===== src/sv/tcc_pkg.sv =====
// Shared types and constants for the text cell console with cursor and scroll.
// Used by the channel interfaces and by every module of the block.
`default_nettype none

package tcc_pkg;

	// Field widths of the item, the result and the configuration port
	localparam int CODE_W     = 21;
	localparam int COLOR_W    = 24;
	localparam int COL_W      = 7;
	localparam int LINE_W     = 6;
	localparam int CFGCOL_W   = 8;
	localparam int CFGROW_W   = 7;
	localparam int CFG_IDX_W  = 2;
	localparam int CFG_DATA_W = 24;

	// Default grid size
	localparam int MAX_COLUMNS_DEF = 128;
	localparam int MAX_ROWS_DEF    = 64;

	// Character and color constants
	localparam logic [CODE_W-1:0]  SPACE_CODE    = 21'd32;
	localparam logic [CODE_W-1:0]  NEWLINE_CODE  = 21'd10;
	localparam logic [COLOR_W-1:0] DEFAULT_FRONT = 24'haaaaaa;
	localparam logic [COLOR_W-1:0] DEFAULT_BACK  = 24'h000000;

	// Register reset values
	localparam logic [CFGCOL_W-1:0] COLS_RESET = 8'd128;
	localparam logic [CFGROW_W-1:0] ROWS_RESET = 7'd48;
	localparam logic [COLOR_W-1:0]  TEXT_RESET = 24'haaaaaa;
	localparam logic [COLOR_W-1:0]  BACK_RESET = 24'h000000;

	// Register indexes
	typedef enum logic [CFG_IDX_W-1:0] {
		CFG_COLUMNS = 2'd0,
		CFG_ROWS    = 2'd1,
		CFG_TEXT    = 2'd2,
		CFG_BACK    = 2'd3
	} cfg_idx_t;

	// Request classes decided by the front part
	typedef enum logic [1:0] {
		K_PUT      = 2'd0,
		K_NEWLINE  = 2'd1,
		K_READ     = 2'd2,
		K_READ_OUT = 2'd3
	} kind_t;

	typedef struct packed {
		logic [CFGCOL_W-1:0] cols;
		logic [CFGROW_W-1:0] rows;
		logic [COLOR_W-1:0]  text;
		logic [COLOR_W-1:0]  back;
	} cfg_t;

	typedef struct packed {
		kind_t              kind;
		logic [CODE_W-1:0]  code;
		logic [COL_W-1:0]   read_col;
		logic [LINE_W-1:0]  read_line;
	} cmd_t;

	typedef struct packed {
		logic [COL_W-1:0]   cursor_col;
		logic [LINE_W-1:0]  cursor_line;
		logic               did_scroll;
		logic [CODE_W-1:0]  cell_code;
		logic [COLOR_W-1:0] cell_front;
		logic [COLOR_W-1:0] cell_back;
		logic               cell_needs_draw;
	} res_t;

endpackage

`default_nettype wire


===== src/sv/tcc_queue.sv =====
// Two-entry command queue between the front and the back part.
// Depends on tcc_pkg for the command type.
`default_nettype none

module tcc_queue (
	input  logic          clk,
	input  logic          arst_n,
	input  logic          push_valid,
	output logic          push_ready,
	input  tcc_pkg::cmd_t push_cmd,
	output logic          pop_valid,
	input  logic          pop_ready,
	output tcc_pkg::cmd_t pop_cmd
);
	import tcc_pkg::*;

	cmd_t       slot_q [2];
	logic       wr_ptr_q;
	logic       rd_ptr_q;
	logic [1:0] count_q;
	logic       push;
	logic       pop;

	assign push_ready = (count_q != 2'd2);
	assign pop_valid  = (count_q != 2'd0);
	assign pop_cmd    = slot_q[rd_ptr_q];
	assign push       = push_valid && push_ready;
	assign pop        = pop_valid && pop_ready;

	// Pointers and fill count
	always_ff @(posedge clk or negedge arst_n) begin
		if (!arst_n) begin
			wr_ptr_q <= 1'b0;
			rd_ptr_q <= 1'b0;
			count_q  <= 2'd0;
		end else begin
			if (push) begin
				wr_ptr_q <= !wr_ptr_q;
			end
			if (pop) begin
				rd_ptr_q <= !rd_ptr_q;
			end
			if (push && !pop) begin
				count_q <= count_q + 2'd1;
			end else if (pop && !push) begin
				count_q <= count_q - 2'd1;
			end
		end
	end

	always_ff @(posedge clk) begin
		if (push) begin
			slot_q[wr_ptr_q] <= push_cmd;
		end
	end

endmodule

`default_nettype wire


===== config.mk =====
export PLATFORM = sky130hd
export DESIGN_NAME = tcc_queue
export DESIGN_NICKNAME = d
export VERILOG_FILES = /design/src/sv/tcc_pkg.sv /design/src/sv/tcc_queue.sv
export SDC_FILE = /design/constraint.sdc
export NUM_CORES = 1
export LEC_CHECK = 0
export BUFFER_PORTS_ARGS = -buffer_cell sky130_fd_sc_hd__buf_2
export CORE_AREA = 4 4 81 83
export CTS_CLUSTER_SIZE = 16
export DETAILED_ROUTE_END_ITERATION = 8
export DIE_AREA = 0 0 85 87
export GPL_TIMING_DRIVEN = 0
export HOLD_SLACK_MARGIN = 0.06
export PLACE_DENSITY = 0.85
export RECOVER_POWER = 50
export SETUP_SLACK_MARGIN = 0.2
export SLEW_MARGIN = 20
export SYNTH_ARGS = -nofsm -noshare
export SYNTH_HDL_FRONTEND = slang
export SYNTH_SLANG_ARGS = --single-unit

===== constraint.sdc =====
create_clock -name clk -period 3.1 [get_ports clk]
set_input_delay 0.62 -clock clk [delete_from_list [all_inputs] [get_ports clk]]
set_output_delay 0.62 -clock clk [all_outputs]
set_load 0.005 [all_outputs]

---- Yosys cells after proc, flatten, opt, wreduce, memory -nomap -nowiden ----
Memories as Yosys holds them, arrays and structs flattened.
Index checks and enable logic that the tools add are counted.
cells by class
  add/subtract/negate cells ............... 2
  equal/unequal tests ..................... 1
  muxes and demuxes ....................... 4
  reductions and logical operators ........ 10
operator list
  cell                                              number
  logical AND 1 bit                                 4
  logical NOT 1 bit                                 4
  2-to-1 mux 2 bit                                  2
  nonzero test 2 bit                                2
  adder 2 x 1 -> 2 bit, second input constant       1
  2-to-1 mux 1 bit                                  2
  inequality test 2 bit, second input constant      1
  subtractor 2 x 1 -> 2 bit, second input constant  1
word-level totals
  bits in registers ....................... 4
  RAM bits ................................ 72
  input bits .............................. 40
  memories kept ........................... 1
memory list
  name    depth  width  rd ports  clocked after memory_dff  wr ports  line             text
  slot_q  2      36     1         0                         1         tcc_queue.sv:17  cmd_t slot_q [2];

---- Logic depth before layout (Yosys ltp) ----
  word-level depth ........................ 6
  depth in mapped cells ................... 7
  gate-level depth less buffers ........... 7

---- Worst setup path before layout ----
No wires, ideal clock.
  path type ............................... input port to flip-flop
  start point ............................. input port push_valid
  end point ............................... memory slot_q[0][0] (netlist name) (enable)
  library setup time ...................... 0.429 ns
  arrival ................................. 2.229 ns
  required time ........................... 2.671 ns
  path slack .............................. 0.442 ns
  cell stages on the path ................. 2
  cell sequence ........................... nand2_1 nor2_1
between the ends
  longest elaborated chain between the ends .. 3
RTL lines
  what                                    line             text
  from (decl)                             tcc_queue.sv:8   input logic push_valid,
  logical AND 1 bit                       tcc_queue.sv:27  assign push = push_valid && push_ready;
  2-to-1 mux 1 bit                        tcc_queue.sv:52  if (push) begin
  2-to-1 mux 1 bit (not written as such)  tcc_queue.sv:53  slot_q[wr_ptr_q] <= push_cmd;
  to (decl)                               tcc_queue.sv:17
Every way passes these cells.

---- Final worst setup path ----
  start point ............................. register count_q[0]
  end point ............................... memory slot_q[0][35] (netlist name) (enable)
between the ends
  longest elaborated chain between the ends .. 4
RTL lines
  what                                    line             text
  from (decl)                             tcc_queue.sv:20  logic [1:0] count_q;
  from (signal assigned)                  tcc_queue.sv:44  count_q <= count_q + 2'd1;
  from (signal assigned)                  tcc_queue.sv:46  count_q <= count_q - 2'd1;
  inequality test 2 bit                   tcc_queue.sv:24  assign push_ready = (count_q != 2'd2);
  logical AND 1 bit                       tcc_queue.sv:27
  2-to-1 mux 1 bit                        tcc_queue.sv:52
  2-to-1 mux 1 bit (not written as such)  tcc_queue.sv:53
Every way passes these cells.

==> impl_metrics.json <==
{
  "end_kind": "register",
  "avgSynthCellArea_um2": 22.6,
  "io_pins": 78,
  "syn_nets": 171,
  "firstDrtPassIters": 4,
  "fmax_ghz": 0.417,
  "drive_gt1_frac": 0.462,
  "p_per_area_mw_per_mm2": 896,
  "port_buffers": 77,
  "status": "complete, but fails checks",
  "fill_cells": 435,
  "drc_errors": 0,
  "design.die.area_mm2": 0.00740,
  "syn_area_mm2": 0.00294,
  "htree_levels": 3,
  "synth_cell_type_count": 15,
  "grt_max_degree": 22,
  "grt_util_met3": 0.0445,
  "clk_pin_slew_worst_paths_ps": 70,
  "hold_violations": 0,
  "seq_power_share": 0.459,
  "cap_violations": 1,
  "maxSlewViolCount": 16,
  "setup_viol_count_final": 0,
  "min_period_over_period": 0.773,
  "power.total_mw": 3.23,
  "die_h_um": 87,
  "rows": 28,
  "grt_pass1_wl_um": 7480,
  "post_cts_hold_buffer_count": 0,
  "synth_top_cell_by_area": "edfxtp_1",
  "first_global_vias": 1496,
  "required_ps": 3130,
  "dp_cells": 284,
  "routabilityCongestion": 0.665,
  "ctsResizeCount": 0,
  "busiest_layer": "met2",
  "wire_per_inst_um": 16.0,
  "min_period_ps": 2400,
  "fin_nets": 261,
  "insertedDiodeCount": 0,
  "clockBufferDepth": 2,
  "violations": "capacitance limit, slew limit",
  "arrival_ps": 2430,
  "numClockSinks": 76,
  "grt_setup_unrepaired": "no",
  "layout_commonest_cell": "edfxtp_1",
  "ff_latch_area_mm2": 0.00226,
  "crit_chain": "nand2b_1 > nand2_1 > nor2_1 > buf_16",
  "drt-initial-drc-count": 46,
  "die_w_um": 85,
  "clock_skew_ps": 5.85,
  "worstMarginPinSlew_ps": 1550,
  "critPathMaxStageDelay_ps": 1170,
  "p_leak_nw": 1.39,
  "viasPerCell": 4.79,
  "postSynthCellCount": 130,
  "vdd_drop_max_mv": 0.578,
  "maxSlewHeadroom": -0.0399,
  "r2r_setup_slack_ps": 700,
  "ant_nets": 0,
  "clkLatencyLatePin_ps": 330,
  "instances_no_fill": 300,
  "core-area_mm2": 0.00585,
  "crit_slowest_cell": "nor2_1",
  "synth_top_cell_area_share": 0.735,
  "finalSetupTns_ps": 0,
  "vias": 1438,
  "layout_common_cells": "edfxtp_1 (72), buf_2 (52), clkbuf_1 (30)",
  "ys_seq_area_frac": 0.769,
  "yosys_warnings": 0,
  "use_met2": 0.244,
  "hold_class": "in -> async",
  "critPathMaxFanout": 21,
  "grtUsageMet1": 0.154,
  "postCtsSetupBuffers": 0,
  "combPwrFrac": 0.357,
  "synthToLayoutAreaGrowth_pct": 22.3,
  "grt.overflow.total": 0,
  "cp-start-kind": "register",
  "grtUsageTotal": 0.137,
  "whs_ps": 115,
  "cts_root_buf": "clkbuf_8",
  "dpl.hpwl_um": 3470,
  "wl_um": 4800,
  "multi_input_area_um2": 604,
  "path_class": "reg -> reg",
  "start_util": 0.503,
  "p_switching_uw": 866,
  "p_int_mw": 2.36,
  "cts_tree": "yes",
  "numCtsBuffers": 9,
  "swShare": 0.268,
  "synth-seq-cells": 76,
  "p_clk_frac": 0.185,
  "antenna_found_initial": 0,
  "synth_area_leaders": "edfxtp_1 (74%), mux2_4 (15%), dfrtp_1 (3.4%)"
}
-- layout make-up --
class	count	area share
buffer	4	0.0198
clock buffer	14	0.0396
clock inverter	2	0.00313
inverter	1	0.00104
multi-input combinational	49	0.168
sequential	76	0.629
tap	75	0.0261
timing repair buffer	79	0.114
-- worst max-delay path: cells and delay by family (launching register included) --
family / cells / cell delay (ps)
buffers and inverters: 1 / 260
flip-flops: 1 / 400
AND/OR/NAND/NOR: 3 / 1430
-- final timing paths --
| path | from | to | cells after the start |
|---|---|---|---|
| max | count_q[0] | slot_q[0][35] | 4 |
| min | arst_n | wr_ptr_q | 1 |
| max reg2reg | count_q[0] | slot_q[0][35] | 4 |
| min reg2reg | count_q[1] | count_q[1] | 1 |
| max in group asynchronous | arst_n | count_q[0] | 1 |
| min in group clk | push_cmd[7] | slot_q[0][7] | 1 |
-- Yosys cell counts, drive strengths merged --
master   n
edfxtp  72
dfrtp    4
and3     1
nor2     2
ha       1
xor2     2
nand2b   1
or2      1
nand2    2
xnor2    3
buf      4
inv      1
mux2    36
-- power by group through the flow --
stage	clock network, mW	registers, mW	logic (mW)
3_3_place_gp	0	1.50	1.11
6_report	0.596	1.48	1.15
4_1_cts	0.617	1.48	1.19
2_1_floorplan	0	1.49	0.769
3_5_place_dp	0	1.51	1.19
5_1_grt	0.671	1.50	1.25
-- cell families (layout without fill, tap and decap cells) --
kind of cell / Yosys count / after routing / synth area share
xor+xnor: 5 / 5 / 0.0149
fa+ha+maj: 1 / 1 / 0.00425
buf+inv: 5 / 100 / 0.0255
flops: 76 / 76 / 0.769
mux: 36 / 36 / 0.175
simple gates: 7 / 7 / 0.0115
-- sequential cells by signal (all words and copies together), names as in the netlist --
signal,count
slot_q,72
count_q,2
rd_ptr_q,1
wr_ptr_q,1
-- metrics by stage --
stage               utilization  setup slack, ps  area [um2]
finish                    0.615              704        3600
global route              0.615              549        3600
CTS                       0.622             1010        3640
detailed placement        0.596             1240        3480
global placement          0.585             -471        3420
floorplan                     -              442        2940
-- metal layers --
metal	routed length [um]	vias up
met2	2600	45
met5	0	-
met1	1900	703
met4	44	0
met3	255	4
li1	-	686
Note: power is estimated with default switching activity, not from simulation.
