--- src/sv/tcc_pkg.sv ---
// Shared types and constants for the text cell console with cursor and scroll.
// Used by the channel interfaces and by every module of the block.
`default_nettype none

package tcc_pkg;

	// Field widths of the item, the result and the configuration port
	localparam int CODE_W     = 21;
	localparam int COLOR_W    = 24;
	localparam int COL_W      = 7;
	localparam int LINE_W     = 6;
	localparam int CFGCOL_W   = 8;
	localparam int CFGROW_W   = 7;
	localparam int CFG_IDX_W  = 2;
	localparam int CFG_DATA_W = 24;

	// Default grid size
	localparam int MAX_COLUMNS_DEF = 128;
	localparam int MAX_ROWS_DEF    = 64;

	// Character and color constants
	localparam logic [CODE_W-1:0]  SPACE_CODE    = 21'd32;
	localparam logic [CODE_W-1:0]  NEWLINE_CODE  = 21'd10;
	localparam logic [COLOR_W-1:0] DEFAULT_FRONT = 24'haaaaaa;
	localparam logic [COLOR_W-1:0] DEFAULT_BACK  = 24'h000000;

	// Register reset values
	localparam logic [CFGCOL_W-1:0] COLS_RESET = 8'd128;
	localparam logic [CFGROW_W-1:0] ROWS_RESET = 7'd48;
	localparam logic [COLOR_W-1:0]  TEXT_RESET = 24'haaaaaa;
	localparam logic [COLOR_W-1:0]  BACK_RESET = 24'h000000;

	// Register indexes
	typedef enum logic [CFG_IDX_W-1:0] {
		CFG_COLUMNS = 2'd0,
		CFG_ROWS    = 2'd1,
		CFG_TEXT    = 2'd2,
		CFG_BACK    = 2'd3
	} cfg_idx_t;

	// Request classes decided by the front part
	typedef enum logic [1:0] {
		K_PUT      = 2'd0,
		K_NEWLINE  = 2'd1,
		K_READ     = 2'd2,
		K_READ_OUT = 2'd3
	} kind_t;

	typedef struct packed {
		logic [CFGCOL_W-1:0] cols;
		logic [CFGROW_W-1:0] rows;
		logic [COLOR_W-1:0]  text;
		logic [COLOR_W-1:0]  back;
	} cfg_t;

	typedef struct packed {
		kind_t              kind;
		logic [CODE_W-1:0]  code;
		logic [COL_W-1:0]   read_col;
		logic [LINE_W-1:0]  read_line;
	} cmd_t;

	typedef struct packed {
		logic [COL_W-1:0]   cursor_col;
		logic [LINE_W-1:0]  cursor_line;
		logic               did_scroll;
		logic [CODE_W-1:0]  cell_code;
		logic [COLOR_W-1:0] cell_front;
		logic [COLOR_W-1:0] cell_back;
		logic               cell_needs_draw;
	} res_t;

endpackage

`default_nettype wire

--- src/sv/tcc_in_if.sv ---
// Request channel of the text console: valid/ready plus the request fields.
// Depends on tcc_pkg for field widths.
`default_nettype none

interface tcc_in_if;
	import tcc_pkg::*;

	logic              valid;
	logic              ready;
	logic              op;
	logic [CODE_W-1:0] char_code;
	logic [COL_W-1:0]  read_col;
	logic [LINE_W-1:0] read_line;

	modport source (output valid, op, char_code, read_col, read_line, input ready);
	modport sink   (input valid, op, char_code, read_col, read_line, output ready);
endinterface

`default_nettype wire

--- src/sv/tcc_front.sv ---
// Front part: takes requests, classifies them and registers the command.
// Depends on tcc_pkg and tcc_in_if.
`default_nettype none

module tcc_front #(
	parameter int MAX_COLUMNS = tcc_pkg::MAX_COLUMNS_DEF,
	parameter int MAX_ROWS    = tcc_pkg::MAX_ROWS_DEF
) (
	input  logic            clk,
	input  logic            arst_n,
	tcc_in_if.sink          item,
	output logic            push_valid,
	input  logic            push_ready,
	output tcc_pkg::cmd_t   push_cmd
);
	import tcc_pkg::*;

	logic  valid_s1;
	cmd_t  cmd_s1;
	cmd_t  cmd_cls;
	logic  in_grid;
	logic  take;

	// One register stage; it frees up whenever the queue takes its entry
	assign item.ready = !valid_s1 || push_ready;
	assign take       = item.valid && item.ready;
	assign push_valid = valid_s1;
	assign push_cmd   = cmd_s1;

	// Classify the request
	always_comb begin
		in_grid = (int'(item.read_col) < MAX_COLUMNS) && (int'(item.read_line) < MAX_ROWS);
		cmd_cls.code      = item.char_code;
		cmd_cls.read_col  = item.read_col;
		cmd_cls.read_line = item.read_line;
		if (item.op) begin
			cmd_cls.kind = in_grid ? K_READ : K_READ_OUT;
		end else begin
			cmd_cls.kind = (item.char_code == NEWLINE_CODE) ? K_NEWLINE : K_PUT;
		end
	end

	always_ff @(posedge clk or negedge arst_n) begin
		if (!arst_n) begin
			valid_s1 <= 1'b0;
		end else if (take) begin
			valid_s1 <= 1'b1;
		end else if (push_ready) begin
			valid_s1 <= 1'b0;
		end
	end

	always_ff @(posedge clk) begin
		if (take) begin
			cmd_s1 <= cmd_cls;
		end
	end

endmodule

`default_nettype wire

--- src/flat_wrapper.sv ---
// flat-port wrapper written by rule: the top's interface ports become plain ports
module tcc_front_flat import tcc_pkg::*;
#(
	parameter int MAX_COLUMNS = tcc_pkg::MAX_COLUMNS_DEF,
	parameter int MAX_ROWS    = tcc_pkg::MAX_ROWS_DEF
)
  (clk, arst_n, push_valid, push_ready, push_cmd, item_valid, item_op, item_char_code, item_read_col, item_read_line, item_ready);
  tcc_in_if item_i ();
  input  logic clk;
  input  logic arst_n;
  output logic push_valid;
  input  logic push_ready;
  output tcc_pkg::cmd_t push_cmd;
  input wire logic [$bits(item_i.valid)-1:0] item_valid;
  input wire logic [$bits(item_i.op)-1:0] item_op;
  input wire logic [$bits(item_i.char_code)-1:0] item_char_code;
  input wire logic [$bits(item_i.read_col)-1:0] item_read_col;
  input wire logic [$bits(item_i.read_line)-1:0] item_read_line;
  output wire logic [$bits(item_i.ready)-1:0] item_ready;
  assign item_i.valid = item_valid;
  assign item_i.op = item_op;
  assign item_i.char_code = item_char_code;
  assign item_i.read_col = item_read_col;
  assign item_i.read_line = item_read_line;
  assign item_ready = item_i.ready;
  tcc_front #(.MAX_COLUMNS(MAX_COLUMNS), .MAX_ROWS(MAX_ROWS)) u_core (.clk(clk), .arst_n(arst_n), .item(item_i), .push_valid(push_valid), .push_ready(push_ready), .push_cmd(push_cmd));
endmodule
--- config.mk ---
export PLATFORM = sky130hd
export DESIGN_NAME = tcc_front_flat
export DESIGN_NICKNAME = d
export VERILOG_FILES = /design/src/sv/tcc_pkg.sv /design/src/sv/tcc_in_if.sv /design/src/sv/tcc_front.sv /design/src/flat_wrapper.sv
export SDC_FILE = /design/constraint.sdc
export NUM_CORES = 1
export LEC_CHECK = 0
export BUFFER_PORTS_ARGS = -buffer_cell sky130_fd_sc_hd__buf_2
export CAP_MARGIN = 20
export CORE_MARGIN = 2
export CORE_UTILIZATION = 35
export CTS_CLUSTER_SIZE = 8
export DETAILED_ROUTE_END_ITERATION = 8
export PLACE_DENSITY = 0.72
export SLEW_MARGIN = 30
export SYNTH_ARGS = -nofsm -noshare
export SYNTH_HDL_FRONTEND = slang
export SYNTH_SLANG_ARGS = --single-unit
--- constraint.sdc ---
create_clock -name clk -period 2.2 [get_ports clk]
set_input_delay 0.44 -clock clk [delete_from_list [all_inputs] [get_ports clk]]
set_output_delay 0.44 -clock clk [all_outputs]
set_load 0.05 [all_outputs]
-- Word-level counts from Yosys, hierarchy flattened
Cells that the tools add are included.
- register bits after elaboration: 37
- latch bits: 0
- RAM bits: 0
- bits in read-only memories: 0
- input bits: 39
- output and inout port bits: 38
- word-level logic and storage cells: 13
- memories kept: 0
- $add $sub $neg: 0
- multiply operators: 0
- div/mod/pow operators: 0
- magnitude comparators: 0
- equality and inequality tests: 1
- shift operators: 0
- multiplexer cells: 3
- bitwise operators: 0
- reduce and logical (&&, ||, !) cells: 4
- operators by type and width (cell ; number):
    21-bit by 4-bit == test with 1-bit output, second input constant ; 1
    1-bit two-way mux ; 3
    2-bit nonzero test ; 1
    1-bit logical AND ; 1
    1-bit zero test ; 1
    1-bit logical OR ; 1

-- Logic depth before layout (Yosys ltp)
- depth in word-level cells: 4
- gate-level depth with buffers: 3
- gate-level depth less buffers: 3

-- Worst setup path before layout
No wires, ideal clock.
- path type: register -> register
- from: register u_core.valid_s1 (netlist: u_core.push_valid)
- to: register u_core.cmd_s1 (netlist bit u_core.push_cmd[0]), enable pin
- library setup time: 397 ps
- arrival: 2025 ps
- data required time: 1803 ps
- setup slack: -222 ps
- stages on the path, launching flop included: 3
- path buffers: 0
- period minus slack after synthesis: 2422 ps
- cell sequence: dfrtp_1 > nand2b_1 > and2_1
- cells in the longest elaborated chain, start to end: 3
- RTL lines (element ; line ; RTL):
    start: declaration ; tcc_front.sv:18 ; logic valid_s1;
    start signal: assignment ; tcc_front.sv:45 ; valid_s1 <= 1'b0;
    start signal: assignment ; tcc_front.sv:47 ; valid_s1 <= 1'b1;
    start signal: assignment ; tcc_front.sv:49 ; valid_s1 <= 1'b0;
    1-bit zero test ; tcc_front.sv:25 ; assign item.ready = !valid_s1 || push_ready;
    1-bit logical OR ; tcc_front.sv:25 ;
    net item_ready ; flat_wrapper.sv:19 ; output wire logic [$bits(item_i.ready)-1:0] item_ready;
    1-bit logical AND ; tcc_front.sv:26 ; assign take = item.valid && item.ready;
    net u_core.take ; tcc_front.sv:22 ; logic take;
    end signal: assignment ; tcc_front.sv:55 ; cmd_s1 <= cmd_cls;
    end: declaration ; tcc_front.sv:19 ; cmd_t cmd_s1;
The timed path passes the listed nets, and every way through them passes these cells.
A chain may end at the register's enable or synchronous reset.

-- Worst setup path after layout
- from: register u_core.valid_s1 (netlist: u_core.push_valid)
- to: output port item_ready
- cells in the longest elaborated chain, start to end: 2
- RTL lines (element ; line):
    1-bit zero test ; tcc_front.sv:25
    1-bit logical OR ; tcc_front.sv:25
    end: declaration ; flat_wrapper.sv:19
No other way between the ends.

==> impl_metrics.json <==
{
  "status": "finished clean",
  "worst_r2r_endpoint": "u_core.push_cmd[19]$_DFFE_PP_",
  "placementRows": 21,
  "synth_top_area_share_pct": 91.2,
  "final-setup-viol-count": 0,
  "fin_crit_sh_pct": 69.3,
  "cp-endpoint": "item_ready",
  "yosys_warnings": 0,
  "grt_overflow": 0,
  "grt_pass1_wl_mm": 3.59,
  "track_usage_pct": 12.4,
  "worstSetupPathType": "reg2out",
  "synth_top_area_cell": "edfxtp_1",
  "cp_cell_sequence": "nand2b_1 -> buf_2",
  "start_kind": "register",
  "cpPeakStageDelay_ns": 0.39,
  "slew-limit-headroom_pct": 72.3,
  "fin_crit_ns": 1.52,
  "maxCapViolCount": 0,
  "place.gp.congestion": 0.667,
  "diodes": 0,
  "place_area_um2": 1640,
  "skew_ns": 0.00391,
  "drt_pass1_iterations": 2,
  "crit_cells": 2,
  "cpLargestDelayFamily": "flip-flops",
  "finalWirelength_mm": 2.21,
  "drt_iter0_drc": 12,
  "post_cts_buffers": 0,
  "num_vias": 779,
  "initial_core_util_pct": 36.1,
  "cellLeakagePower_nw": 0.712,
  "htree_levels": 2,
  "worstRegToRegCells": 3,
  "nNetsFinal": 171,
  "yosys-top-cells-area": "edfxtp_1, dfrtp_1, nor4b_1",
  "netlist_area_um2": 1180,
  "slew_viol_final": 0,
  "via_per_inst": 4.35,
  "clock-root-buffer": "clkbuf_4",
  "finalHoldViolCount": 0,
  "r2r-start": "u_core.push_valid$_DFFE_PN0P_",
  "cts_buffers": 5,
  "critPathCaptureType": "output pin",
  "worst_ir_drop_vdd_mv": 0.276,
  "cts.sinks": 37,
  "clock.fmax_mhz": 656,
  "required_ns": 1.76,
  "grt_antenna_before_repair": 0,
  "syn-num-nets": 86,
  "final.setup.tns_ns": 0,
  "yosysSeqAreaShare_pct": 93.3,
  "io_buffers": 76,
  "ff2ff_setup_slack_ns": 0.77,
  "cts.clk_slew.worst_paths_ns": 0.10,
  "rsz0062_at_grt": "false",
  "drc": 0,
  "final_antenna_net_count": 0,
  "drive_above_1_share_pct": 65.4,
  "ioPinCount": 77,
  "cts_buffer_depth": 2,
  "arrival_ns": 1.08,
  "hold_class": "in2reg",
  "area_growth_pct": 43.9,
  "final_area_um2": 1710,
  "path_max_fanout": 3,
  "powerDensity_nw_per_um2": 810,
  "synth.distinct_cells": 9,
  "tritoncts": "yes",
  "grt_max_degree": 21,
  "synth_seq_cells": 37,
  "grt_pass1_vias": 776,
  "cp_slowest_cell": "dfrtp_1",
  "worst_pin_slew_ns": 0.415,
  "cp-startpoint": "u_core.push_valid$_DFFE_PN0P_",
  "crit_buf_inv": 1,
  "wl_per_cell_um": 12.4,
  "core-area_um2": 3280,
  "clk_latency_ns": 0.32,
  "netlist_instances": 47,
  "dieArea_um2": 3870,
  "syn_avg_cell_area_um2": 25.2,
  "fp.dieH_um": 62.2,
  "die_w_um": 62.2
}
per-stage QoR:
step / utilization (%) / std cells / setup slack [ns] / total power, W / hold WS [ns]
after floorplan: - / 47 / 0.136 / 0.000998 / 0.144
after global placement: 50.1 / 170 / 0.648 / 0.00108 / 0.216
after detailed placement: 50.1 / 170 / 0.611 / 0.00108 / 0.216
after CTS: 51.9 / 179 / 0.647 / 0.00140 / 0.267
after global routing: 51.9 / 179 / 0.599 / 0.00144 / 0.257
final: 51.9 / 179 / 0.676 / 0.00138 / 0.286
flip-flops by register name (all words and copies together) (netlist names):
register           cells
u_core.push_cmd       36
u_core.push_valid      1
cells in the final DEF (no fill, tap or decap), drive strengths merged:
| cell | Yosys | routed |
|---|---|---|
| or4 | 1 | 1 |
| dfrtp | 1 | 1 |
| nand2b | 2 | 2 |
| nand4 | 1 | 1 |
| dlygate4sd3 | 0 | 1 |
| buf | 0 | 77 |
| clkinv | 0 | 2 |
| clkbuf | 0 | 6 |
| nor4 | 3 | 3 |
| edfxtp | 36 | 36 |
| nor4b | 2 | 2 |
| and2 | 1 | 1 |
worst reg2reg max path, cell delays in order (launching register included):
cell	delay, ns
dfrtp_1	0.39
nand2b_1	0.10
and2_2	0.42
buf_12	0.23
cell usage after synthesis:
cell / number
nand4_1: 1
dfrtp_1: 1
nor4_1: 2
nor4b_1: 2
and2_1: 1
nand2b_1: 2
nor4_2: 1
or4_4: 1
edfxtp_1: 36
power breakdown:
part	switching (W)	total, W	internal, W
clock	0.000196	0.000318	0.000122
sequential	0.00000788	0.000826	0.000818
combinational	0.000179	0.000237	0.0000579
cell families after synthesis:
family | Yosys count | synth area share [%]
simple gates | 10 | 6.65
flops | 37 | 93.3
metal layers:
metal | wire (um) | up-vias | global-route usage (%) | share of wire [%]
li1 | - | 366 | - | -
met2 | 1070 | 53 | 20.1 | 48
met4 | 31 | 0 | 5.83 | 1.4
met5 | 0 | - | 0 | 0
met3 | 271 | 5 | 5.80 | 12
met1 | 837 | 355 | 13.8 | 38
area by class of cell:
type                    count  area, um2
well taps                  46       57.6
fillers                   291       1580
flip-flops and latches     37       1110
multi-input cells          10       80.1
clock buffers               6       41.3
clock inverters             2       10.0
repair buffers             78        410
worst min-delay path by stage:
stage | start | cells past startpoint | to | slack, ns
finish | item_read_line[0] | 1 | u_core.push_cmd[0]$_DFFE_PP_ | 0.29
global route | item_read_col[1] | 1 | u_core.push_cmd[7]$_DFFE_PP_ | 0.26
CTS | item_read_line[5] | 1 | u_core.push_cmd[5]$_DFFE_PP_ | 0.27
detailed placement | arst_n | 1 | u_core.push_valid$_DFFE_PN0P_ | 0.22
global placement | arst_n | 1 | u_core.push_valid$_DFFE_PN0P_ | 0.22
floorplan | arst_n | 0 | u_core.push_valid$_DFFE_PN0P_ | 0.14
what timing repair did:
action,in CTS,in global routing
gates resized for setup,0,0
hold buffers,1,0
endpoints found under the hold margin,1,0
(Power assumes the default switching activity.)
